$ cat config.mk
export PLATFORM = sky130hd
export DESIGN_NAME = gcub_div
export DESIGN_NICKNAME = d
export VERILOG_FILES = /design/src/hdl/grid_cell_upper_bound_table_assert.svh /design/src/hdl/gcub_div.sv
export SDC_FILE = /design/constraint.sdc
export NUM_CORES = 1
export LEC_CHECK = 0
export ABC_AREA = 1
export ABC_CLOCK_PERIOD_IN_PS = 1800
export BUFFER_PORTS_ARGS = -buffer_cell sky130_fd_sc_hd__buf_2
export CORE_MARGIN = 1
export CORE_UTILIZATION = 50
export DETAILED_ROUTE_END_ITERATION = 10
export GPL_ROUTABILITY_DRIVEN = 0
export PLACE_DENSITY = 0.81
export SYNTH_ARGS = -nofsm -noshare
export SYNTH_HDL_FRONTEND = slang
export SYNTH_SLANG_ARGS = --single-unit
$ cat constraint.sdc
create_clock -name i_clk -period 1.8 [get_ports i_clk]
set_input_delay 0.09 -clock i_clk [delete_from_list [all_inputs] [get_ports i_clk]]
set_output_delay 0.09 -clock i_clk [all_outputs]
set_load 0.005 [all_outputs]
$ cat src/hdl/grid_cell_upper_bound_table_assert.svh
// ---------------------------------------------------------------------------
// Grid cell upper-bound table assertion macros
// Concurrent check macros, clocked on i_clk and held off during reset.
// ---------------------------------------------------------------------------
`ifndef GRID_CELL_UPPER_BOUND_TABLE_ASSERT_SVH
`define GRID_CELL_UPPER_BOUND_TABLE_ASSERT_SVH

`ifndef SYNTHESIS
// Property that must hold at every clock edge outside reset.
`define GCUB_ASSERT_HOLDS(lbl, prop) \
    lbl: assert property (@(posedge i_clk) disable iff (!i_rst_n) prop) \
        else $error("grid cell table: property failed");
// Condition that must never be true outside reset.
`define GCUB_ASSERT_NEVER(lbl, cond) \
    lbl: assert property (@(posedge i_clk) disable iff (!i_rst_n) !(cond)) \
        else $error("grid cell table: forbidden condition seen");
`else
`define GCUB_ASSERT_HOLDS(lbl, prop)
`define GCUB_ASSERT_NEVER(lbl, cond)
`endif

`endif

$ cat src/hdl/gcub_div.sv
// ---------------------------------------------------------------------------
// Grid cell table divider
// Restoring unsigned divider, one quotient bit per cycle.
// ---------------------------------------------------------------------------
module gcub_div #(
    parameter int W = 12
) (
    input  logic         i_clk,
    input  logic         i_rst_n,
    input  logic         i_start,
    input  logic [W-1:0] i_num,
    input  logic [W-1:0] i_den,
    output logic         o_done,
    output logic [W-1:0] o_quo
);

    localparam int CW = $clog2(W + 1);

    logic [W-1:0]  r_rem;
    logic [W-1:0]  r_quo;
    logic [CW-1:0] r_cnt;
    logic          r_busy;
    logic          r_done;
    logic [W:0]    rem_sh;
    logic [W:0]    rem_sub;

    // The divisor must stay stable for the whole division.
    assign rem_sh  = {r_rem, r_quo[W-1]};
    assign rem_sub = rem_sh - {1'b0, i_den};

    always_ff @(posedge i_clk) begin
        if (!i_rst_n) begin
            r_busy <= 1'b0;
            r_done <= 1'b0;
            r_cnt  <= '0;
        end else begin
            r_done <= 1'b0;
            if (i_start) begin
                r_busy <= 1'b1;
                r_cnt  <= CW'(W);
            end else if (r_busy) begin
                r_cnt <= r_cnt - CW'(1);
                if (r_cnt == CW'(1)) begin
                    r_busy <= 1'b0;
                    r_done <= 1'b1;
                end
            end
        end
    end

    always_ff @(posedge i_clk) begin
        if (i_start) begin
            r_rem <= '0;
            r_quo <= i_num;
        end else if (r_busy) begin
            r_rem <= rem_sub[W] ? rem_sh[W-1:0] : rem_sub[W-1:0];
            r_quo <= {r_quo[W-2:0], ~rem_sub[W]};
        end
    end

    assign o_done = r_done;
    assign o_quo  = r_quo;

endmodule

==> results_dict.tcl, run 1 <==
set metrics [dict create \
    finalCritPeriodShare 1.08 \
    diodes 0 \
    clock-root-buffer "clkbuf_8" \
    hold_path_class "primary input to flip-flop" \
    crit_path_start_kind "flip-flop" \
    grt_max_degree 15 \
    clockBufferDepth 2 \
    min_period_ns 1.94 \
    final_max_slew_viol_count 0 \
    slew-limit-headroom 0.662 \
    clk_latency_ns 0.28 \
    synth_most_common_cell "nand2_1" \
    violations "setup timing" \
    antenna_found_initial 0 \
    setup_violations 13 \
    dpl.hpwl_mm 3.82 \
    ant_nets 0 \
    synth_edf_count 12 \
    synthCells 327 \
    grt_overflow 0 \
    grt_pass1_vias 1850 \
    synth_area_sq_um 2130 \
    arrival_ns 1.96 \
    yosys.cell_types.count 25 \
    yosys_warnings 0 \
    cts_tree "yes" \
    yosysTopAreaCellShare 0.240 \
    critical_path_required_ns 1.83 \
    syn-num-nets 369 \
    drc 0 \
    grt_util_all_layers 0.232 \
    end_kind "flip-flop" \
    skew_ns 0.0117 \
    status "finished, violations left" \
    multi_input_area_sq_um 1260 \
    p_leak_nw 1.57 \
    cts_buffers 5 \
    drtIter0Drc 138 \
    avgRoutedWirePerCell_microns 11.9 \
    rows 23 \
    cap_violations 0 \
    vias 2162 \
    drive_gt1_frac 0.263 \
    fin_ws_ns -0.137 \
    synth_area_leaders "nand2_1 24%, dfxtp_1 17%, edfxtp_1 17%" \
    area_growth_pct 29.4 \
    coreArea_sq_um 4030 \
    cts_hold_buf 0 \
    grt_pass1_wl_mm 7.76 \
    avgViaCountPerCell 4.86 \
    fill_cells 336 \
    htreeDepth 2 \
    dp_worst_setup_slack_ns -0.164 \
    clkTransAtPathRegs_ns 0.06 \
    fp.dieW_microns 67.2 \
    hold_slack_ns 0.0700 \
    worst-setup-path-type "flip-flop to flip-flop" \
    synth-async-reset-ratio 0 \
    synthTopCellsByCount "136 x nand2_1, 61 x inv_1, 25 x nand3_1" \
    fmax_mhz 516 \
    seqCellArea_sq_um 721 \
    vdd.ir_drop.worst_mv 0.507 \
    avgSynthCellArea_sq_um 6.50 \
    pin_count 40 \
    nets 436 \
    synth_top_cell_by_area "nand2_1" \
    synth-main-ff-cell "dfxtp_1" \
    powerDensity_nw_per_um2 584 \
    total_power_mw 1.61 \
    die_area_sq_um 4520 \
    hold_viol 0 \
    start_util 0.528 \
    wl_mm 5.29 \
    rsz0062_at_grt "yes" \
    first_pass_iters 6 \
    die_y_microns 67.2 \
    port_buffers 39 \
    clock-sinks 30 \
    ys_ff_latch 30 \
    crit_fanout 7 \
    tightest_slew_ns 0.506 \
    ys_seq_area_frac 0.339 \
]
## logic make-up after synthesis
kind of cell    share of synthesized area
flops                               0.339
fa+ha+maj                          0.0918
buf+inv                             0.134
simple gates                        0.370
xor+xnor                           0.0247
compound gates                     0.0400
## sequential cells by signal (all words and copies together), names as in the netlist
register / flops
r_cnt: 4
r_rem: 12
o_quo: 12
r_busy: 1
o_done: 1
## worst max-delay path, cell delays in order (launching register included)
cell and delay (ns):
edfxtp_1 0.37, inv_2 0.06, ha_4 0.16, fa_2 0.34, inv_2 0.07, nand3_2 0.08
nand3_4 0.10, nand2_4 0.07, nand3_4 0.09, nand2_2 0.12, nand2_4 0.15, o21ai_1 0.07
## per-layer routing
metal	up-vias	track usage	part of all wire
li1	1135	-	-
met1	961	0.280	0.43
met2	54	0.415	0.51
met3	12	0.0676	0.041
met4	0	0.0319	0.017
met5	-	0	0
## area by class of cell
type                            count  area share
Multi-Input combinational cell    228       0.457
Sequential cell                    30       0.262
Timing Repair Buffer               65       0.142
Inverter                           64      0.0873
Tap cell                           50      0.0227
Clock inverter                      3     0.00409
Clock buffer                        5      0.0250
## layout by cell type (no fill, tap or decap), types with 6 or more instances in the layout
master / synthesis / routed
nand3_1: 25 / 18
ha_1: 14 / 12
edfxtp_1: 12 / 12
dfxtp_1: 18 / 18
buf_4: 1 / 26
nand2_1: 136 / 127
nand3_2: 1 / 6
inv_1: 61 / 59
nor2_1: 13 / 13
buf_2: 0 / 39
a21oi_1: 9 / 9
nand2_2: 7 / 13
## per-stage QoR
stage / util / cell area, sq um / std cells / TNS [ns]
2_1_floorplan: - / 2150 / 327 / -0.671
3_3_place_gp: 0.627 / 2530 / 431 / -0.923
3_5_place_dp: 0.627 / 2530 / 431 / -1.69
4_1_cts: 0.657 / 2650 / 443 / -0.0863
5_1_grt: 0.683 / 2750 / 445 / -2.37
6_report: 0.683 / 2750 / 445 / -1.38
## final timing paths
check / start / endpoint / slack [ns] / cells past startpoint
worst max-delay path: o_quo[11] / o_quo[0] / -0.14 / 11
worst min-delay path: i_rst_n / r_cnt[3] / 0.07 / 2
worst max register to register: o_quo[11] / o_quo[0] / -0.14 / 11
worst min register to register: r_rem[5] / r_rem[5] / 0.48 / 2
## what timing repair did
item                                    CTS  global route
buffers inserted                          3             1
gates cloned                              1             1
resized for setup                         3            19
endpoints found under the setup margin   13            13
pin swaps                                 9             7
## power breakdown
part           internal, mW  switching (mW)  total [mW]
sequential            0.754          0.0221       0.776
clock                 0.257           0.245       0.503
combinational         0.150           0.179       0.329
total                  1.16           0.446        1.61
No activity file was read; power rests on OpenSTA's default activity.
==> run 2, diff against run 1 <==
--- a/config.mk
+++ b/config.mk
@@ -6,13 +6,13 @@
 export NUM_CORES = 1
 export LEC_CHECK = 0
 export ABC_AREA = 1
-export ABC_CLOCK_PERIOD_IN_PS = 1800
+export ABC_CLOCK_PERIOD_IN_PS = 2300
 export BUFFER_PORTS_ARGS = -buffer_cell sky130_fd_sc_hd__buf_2
-export CORE_MARGIN = 1
-export CORE_UTILIZATION = 50
+export CORE_MARGIN = 8
+export CORE_UTILIZATION = 60
 export DETAILED_ROUTE_END_ITERATION = 10
 export GPL_ROUTABILITY_DRIVEN = 0
-export PLACE_DENSITY = 0.81
+export PLACE_DENSITY = 0.9
 export SYNTH_ARGS = -nofsm -noshare
 export SYNTH_HDL_FRONTEND = slang
 export SYNTH_SLANG_ARGS = --single-unit
==> constraint.sdc (replaced) <==
create_clock -name i_clk -period 2.3 [get_ports i_clk]
set_input_delay 0.115 -clock i_clk [delete_from_list [all_inputs] [get_ports i_clk]]
set_output_delay 0.115 -clock i_clk [all_outputs]
set_load 0.005 [all_outputs]
==> results_dict.tcl, run 2 (synthesis gave the netlist of run 1 again) <==
set metrics [dict create \
    status "finished, final reports clean" \
    setup_violations 0 \
    grt_max_degree 18 \
    diodes 0 \
    antenna_found_initial 0 \
    first_pass_iters 4 \
    cp.buffers_inverters 2 \
    avgViaCountPerCell 4.96 \
    critical_path_required_ns 2.53 \
    finalCritPeriodShare 0.925 \
    whs_path_depth 3 \
    place_area_sq_um 2330 \
    clock-root-buffer "clkbuf_4" \
    tns_ns 0 \
    crit_family "simple AND/OR/NAND/NOR gates" \
    htreeDepth 2 \
    die_area_sq_um 5700 \
    grt_util_all_layers 0.179 \
    drtIter0Drc 132 \
    crit_path_start_kind "flip-flop" \
    crit_fanout 13 \
    mostFrequentLayoutCell "nand2_1" \
    cts_hold_buf 0 \
    grt_pass1_wl_mm 7.87 \
    seqCellArea_sq_um 721 \
    min_period_ns 2.13 \
    clk_latency_ns 0.34 \
    r2r_end "r_rem[3]" \
    r2r_cells 13 \
    final_cell_mix "136 x nand2_1, 61 x inv_1, 39 x buf_2" \
    total_power_mw 1.15 \
    worst-setup-path-type "flip-flop to flip-flop" \
    drive_gt1_frac 0.153 \
    fp.dieW_microns 75.5 \
    clkTransAtPathRegs_ns 0.10 \
    wl_mm 4.96 \
    start_util 0.632 \
    multi_input_area_sq_um 1130 \
    grt_pass1_vias 1839 \
    rows 21 \
    avgRoutedWirePerCell_microns 12.0 \
    coreArea_sq_um 3360 \
    clockBufferDepth 2 \
    pin_count 40 \
    fin_ws_ns 0.172 \
    cts_tree "yes" \
    cts_buffers 5 \
    dpl.hpwl_mm 3.78 \
    p_leak_nw 1.39 \
    final_max_slew_viol_count 0 \
    fmax_mhz 470 \
    slowest_delay_ns 0.40 \
    nets 408 \
    end_kind "flip-flop" \
    dp_worst_setup_slack_ns 0.179 \
    port_buffers 39 \
    powerDensity_nw_per_um2 478 \
    tightest_slew_ns 0.802 \
    skew_ns 0.0148 \
    die_y_microns 75.5 \
    vias 2047 \
    cpMaxStageDelayCell "fa_1" \
    cap_violations 0 \
    slew-limit-headroom 0.463 \
    fill_cells 314 \
    clock-sinks 30 \
    rsz0062_at_grt "no" \
    grt_overflow 0 \
    hold_end "o_quo[4]" \
    hold_viol 0 \
    ant_nets 0 \
    area_growth_pct 13.0 \
    r2r-start "o_quo[11]" \
    crit_path_cell_trace "inv_1 > ha_1 > fa_1 > inv_1 > nand3_1 > nand3_1 > nand2_1 > nand3_2 > nand2_2 > nand2_4 > nand2_1 > nand3_1 > nand2_1" \
    min_from "i_num[4]" \
    arrival_ns 2.35 \
    hold_path_class "primary input to flip-flop" \
    drc 0 \
    utilization 0.714 \
    vdd.ir_drop.worst_mv 0.434 \
    final_cell_area_sq_um 2400 \
    ff2ff_setup_slack_ns 0.17 \
]
-- run 2: changes by cell type in the layout (fill, tap and decap cells not counted), sizes merged --
cell	previous run	this run
buf	65	39
clkbuf	5	8
clkinv	3	0
nand2	145	143
-- run 2: repair_timing --
| action | in CTS | in global routing |
|---|---|---|
| endpoints found under the setup margin | 0 | 11 |
| resized for setup | 0 | 2 |
| buffers inserted | 0 | 0 |
-- run 2: routing by layer --
metal  vias to the layer above  share of wire  GRT usage
met1                       904           0.44      0.213
li1                       1079              -          -
met2                        54           0.49      0.305
met3                        10          0.056     0.0474
met5                         -              0          0
met4                         0          0.012     0.0576
-- run 2: worst max-delay path by stage --
stage | slack, ns | startpoint | depth (start not counted) | to
2_1_floorplan | 0.29 | o_quo[11] | 12 | o_quo[0]
3_3_place_gp | 0.23 | o_quo[11] | 11 | o_quo[0]
3_5_place_dp | 0.18 | o_quo[11] | 11 | o_quo[0]
4_1_cts | 0.14 | o_quo[11] | 13 | r_rem[3]
5_1_grt | 0.001 | o_quo[11] | 13 | r_rem[0]
6_report | 0.17 | o_quo[11] | 13 | r_rem[3]
-- run 2: final cells by class --
cell class / count / share of cell area
multi-input cells: 226 / 0.470
inverters: 64 / 0.100
well taps: 46 / 0.0240
clock buffers: 8 / 0.0245
repair buffers: 39 / 0.0813
flip-flops and latches: 30 / 0.300
-- run 2: worst register-to-register path, stage by stage, from the launching register on --
cell	delay, ns
edfxtp_1	0.37
inv_1	0.07
ha_1	0.20
fa_1	0.40
inv_1	0.11
nand3_1	0.07
nand3_1	0.13
nand2_1	0.12
nand3_2	0.10
nand2_2	0.07
nand2_4	0.14
nand2_1	0.08
nand3_1	0.11
nand2_1	0.06
-- run 2: stage by stage --
step | std cells | hold slack [ns]
3_3_place_gp | 405 | 0.370
2_1_floorplan | 327 | 0.232
4_1_cts | 413 | 0.0349
5_1_grt | 413 | 0.0322
3_5_place_dp | 405 | 0.374
6_report | 413 | 0.0430
-- run 2: power breakdown --
group	leakage (nW)	switching [mW]	total (mW)	internal, mW
Clock	0.0326	0.183	0.334	0.151
Combinational	1.09	0.124	0.206	0.0824
Sequential	0.270	0.0188	0.608	0.589
Total	1.39	0.326	1.15	0.822
